<file path="config.mk">
export PLATFORM = sky130hd
export DESIGN_NAME = swdt_clear
export DESIGN_NICKNAME = d
export VERILOG_FILES = /design/src/design/swdt_clear.sv
export SDC_FILE = /design/constraint.sdc
export NUM_CORES = 1
export LEC_CHECK = 0
export BUFFER_PORTS_ARGS = -buffer_cell sky130_fd_sc_hd__clkbuf_2
export CAP_MARGIN = 5
export CORE_MARGIN = 2
export CORE_UTILIZATION = 50
export DETAILED_ROUTE_END_ITERATION = 16
export GPL_TIMING_DRIVEN = 0
export PLACE_DENSITY = 0.74
export SLEW_MARGIN = 20
export SYNTH_ARGS = -nofsm -noshare
export SYNTH_HDL_FRONTEND = slang
export SYNTH_SLANG_ARGS = --single-unit
</file>
<file path="constraint.sdc">
create_clock -name clk_i -period 2.1 [get_ports clk_i]
set_clock_uncertainty 0.05 [all_clocks]
set_input_delay 0.315 -clock clk_i [delete_from_list [all_inputs] [get_ports clk_i]]
set_output_delay 0.315 -clock clk_i [all_outputs]
set_load 0.05 [all_outputs]
</file>
<file path="src/design/swdt_clear.sv">
module swdt_clear #(
  parameter int unsigned DEPTH = 4096,
  localparam int unsigned AW = (DEPTH > 1) ? $clog2(DEPTH) : 1
) (
  input  logic          clk_i,
  input  logic          rst_ni,
  output logic          busy_o,
  output logic [AW-1:0] addr_o
);

  localparam logic [AW-1:0] LastAddr = AW'(DEPTH - 1);

  logic          busy_q, busy_d;
  logic [AW-1:0] addr_q, addr_d;

  always_comb begin
    busy_d = busy_q;
    addr_d = addr_q;
    if (busy_q) begin
      if (addr_q == LastAddr) begin
        busy_d = 1'b0;
      end else begin
        addr_d = addr_q + AW'(1);
      end
    end
  end

  always_ff @(posedge clk_i or negedge rst_ni) begin
    if (!rst_ni) begin
      busy_q <= 1'b1;
      addr_q <= '0;
    end else begin
      busy_q <= busy_d;
      addr_q <= addr_d;
    end
  end

  assign busy_o = busy_q;
  assign addr_o = addr_q;

endmodule

</file>
==> flow_summary.yaml <==
routing:
  drt-total-wl_microns: 1450
  dr.pass1.iters: 4
  vias_per_cell: 5.94
  ant_nets: 0
  vias: 570
  wl_per_cell_microns: 15.1
  post-route-drc-count: 0
  drtIter0Drc: 15
cells_and_area:
  multiInputGateArea_sq_um: 349
  drive_gt1_frac: 0.309
  fin_nets: 85
  layout_common_cells: "clkbuf_2 (14), dfrtp_1 (12), nand2_1 (5)"
  final_common_cell: "clkbuf_2"
  synthToLayoutAreaGrowth_pct: 18.0
  n_antenna_cell: 0
  fillCellCount: 109
  regArea_sq_um: 327
setup_path:
  crit_buf_inv: 0
  path_delay_family: "simple AND/OR/NAND/NOR gates"
  critical_path_cell_count: 3
  slowest_stage: "dfstp_2"
  crit_fanout: 7
  cp_cell_sequence: "nand4_1 > nor3_1 > mux2_1"
  cp-startpoint: "busy_o"
  r2r-start: "busy_o"
  critPathCaptureType: "flip-flop"
  critPathLaunchType: "flip-flop"
  path_class: "reg -> reg"
  reg2reg_depth: 3
  critical_path.max_stage_delay_ps: 600
  crit_required_ps: 2200
  crit_arrival_ps: 1830
synthesis:
  ys_warn_count: 0
  syn-cell-area_sq_um: 696
  postSynthCellCount: 62
  synth_top_area_frac: 0.432
  ys_types: 31
  synth-seq-area-share: 0.469
  synthesis.nets: 65
  synth_area_per_cell_sq_um: 11.2
  ys_ff_latch: 13
  synth_area_leaders: "dfrtp_1 (43%), mux2_1 (6.5%), dfstp_2 (3.8%), and4_1 (3.8%), nand4_1 (3.6%)"
  yosysTopAreaCell: "dfrtp_1"
clock_tree:
  cts.hold.buffers_added: 1
  cts-htree-levels: 1
  clk_latency_ps: 280
  cts.repair.resized: 0
  cts.sinks: 13
  cts_tree: "yes"
  cts_buffers: 3
  post_cts_buffers: 0
  path_clk_slew_ps: 80
  root_buffer: "clkbuf_4"
  cts_buffer_depth: 2
sta:
  fmaxAchievable_mhz: 578
  rsz0062_at_grt: "false"
  setup_tns_ps: 0
  setup_ws_ps: 369
  finalCritPeriodShare: 0.824
  finalSetupViolations: 0
  maxSlewHeadroom: 0.777
  min_period_ps: 1730
  slew_viol_final: 0
  worst_pin_slew_ps: 333
  final-hold-violation-count: 0
  holdWs_ps: 402
outcome:
  status: "completed"
placement:
  globalplace.congestion: 0.796
  pre_cts_ws_ps: 383
  hpwl_microns: 1050
  port_buffers: 14
global_routing:
  grt_start_max_net_pins: 14
  grt_usage: 0.208
  grt_pass1_wl_microns: 2200
  antenna_found_initial: 0
  grt_pass1_vias: 495
  grt_overflow: 0
die:
  ios: 15
  initial_core_util: 0.535
  die_area_sq_um: 1710
  dieHeight_microns: 41.3
  fp.dieW_microns: 41.3
  fp-row-count: 13
  core-area_sq_um: 1300
worst_hold_path:
  min_path_type: "in -> async"
power_and_ir_drop:
  peakVddDrop_uv: 521
  power.density_nw_per_um2: 499
  fin_total_pwr_w: 0.000409
  power.leakage_nw: 0.396
run:
  max-cap-violations: 0
-- Yosys cell counts --
| library cell | number |
|---|---|
| a311oi_1 | 1 |
| o211ai_1 | 1 |
| nand4_1 | 4 |
| a21boi_0 | 1 |
| mux2_2 | 1 |
| a31oi_1 | 2 |
| dfrtp_1 | 12 |
| nor2_1 | 1 |
| dfstp_2 | 1 |
| buf_2 | 1 |
| buf_4 | 1 |
| mux2_4 | 1 |
| and3_1 | 1 |
| ha_1 | 1 |
| nor3_1 | 2 |
| and4_1 | 3 |
| nand2_1 | 5 |
| o31ai_4 | 1 |
| o21a_1 | 1 |
| inv_1 | 2 |
| mux2_1 | 4 |
| mux2i_1 | 1 |
| nand3_1 | 3 |
| o21bai_1 | 1 |
| nand2b_1 | 1 |
| a21oi_1 | 2 |
| nand4_2 | 1 |
| a41oi_1 | 2 |
| xnor2_1 | 1 |
| nor4_2 | 1 |
| o21ai_0 | 2 |
-- logic make-up after synthesis --
| family | Yosys count | share of synthesized area |
|---|---|---|
| mux | 7 | 0.117 |
| xor+xnor | 1 | 0.0126 |
| flops | 13 | 0.469 |
| compound gates | 14 | 0.158 |
| buf+inv | 4 | 0.0288 |
| fa+ha+maj | 1 | 0.0180 |
| simple gates | 22 | 0.196 |
-- report_power, final --
part / switching (W) / leakage, nW / internal, W / total (W)
registers: 0 / 0.178 / 0.000250 / 0.000250
logic: 0.00000488 / 0.203 / 0.00000186 / 0.00000674
clock network: 0.0000788 / 0.0150 / 0.0000736 / 0.000152
total: 0.0000837 / 0.396 / 0.000326 / 0.000409
-- sequential cells by signal (all words and copies together), names as in the netlist --
register	cells
addr_o	12
busy_o	1
-- cell type report --
class,instances,share of cell area
Multi-Input combinational cell,45,0.425
Inverter,2,0.00915
Sequential cell,13,0.398
Tap cell,15,0.0229
Buffer,2,0.0152
Clock buffer,4,0.0320
Timing Repair Buffer,15,0.0976
-- metrics by stage --
stage / utilization / area (sq um) / std cells
after floorplan: - / 696 / 62
after global placement: 0.603 / 785 / 91
after detailed placement: 0.603 / 785 / 91
after CTS: 0.631 / 821 / 96
after global routing: 0.631 / 821 / 96
final: 0.631 / 821 / 96
-- layer usage --
layer / track usage / wire length [microns] / vias to the layer above
met5: 0 / 0 / -
met4: 0.0726 / 48 / 0
met3: 0.0957 / 81 / 6
met2: 0.316 / 652 / 20
met1: 0.261 / 665 / 262
li1: - / - / 282
-- worst paths after layout --
check | endpoint | slack, ps
max in group asynchronous | busy_o | 1290
worst max register to register | addr_o[7] | 370
worst min register to register | busy_o | 470
worst min-delay path | addr_o[3] | 400
min in group clk_i | busy_o | 470
worst max-delay path | addr_o[7] | 370
Power figures use the tool's default switching activity.
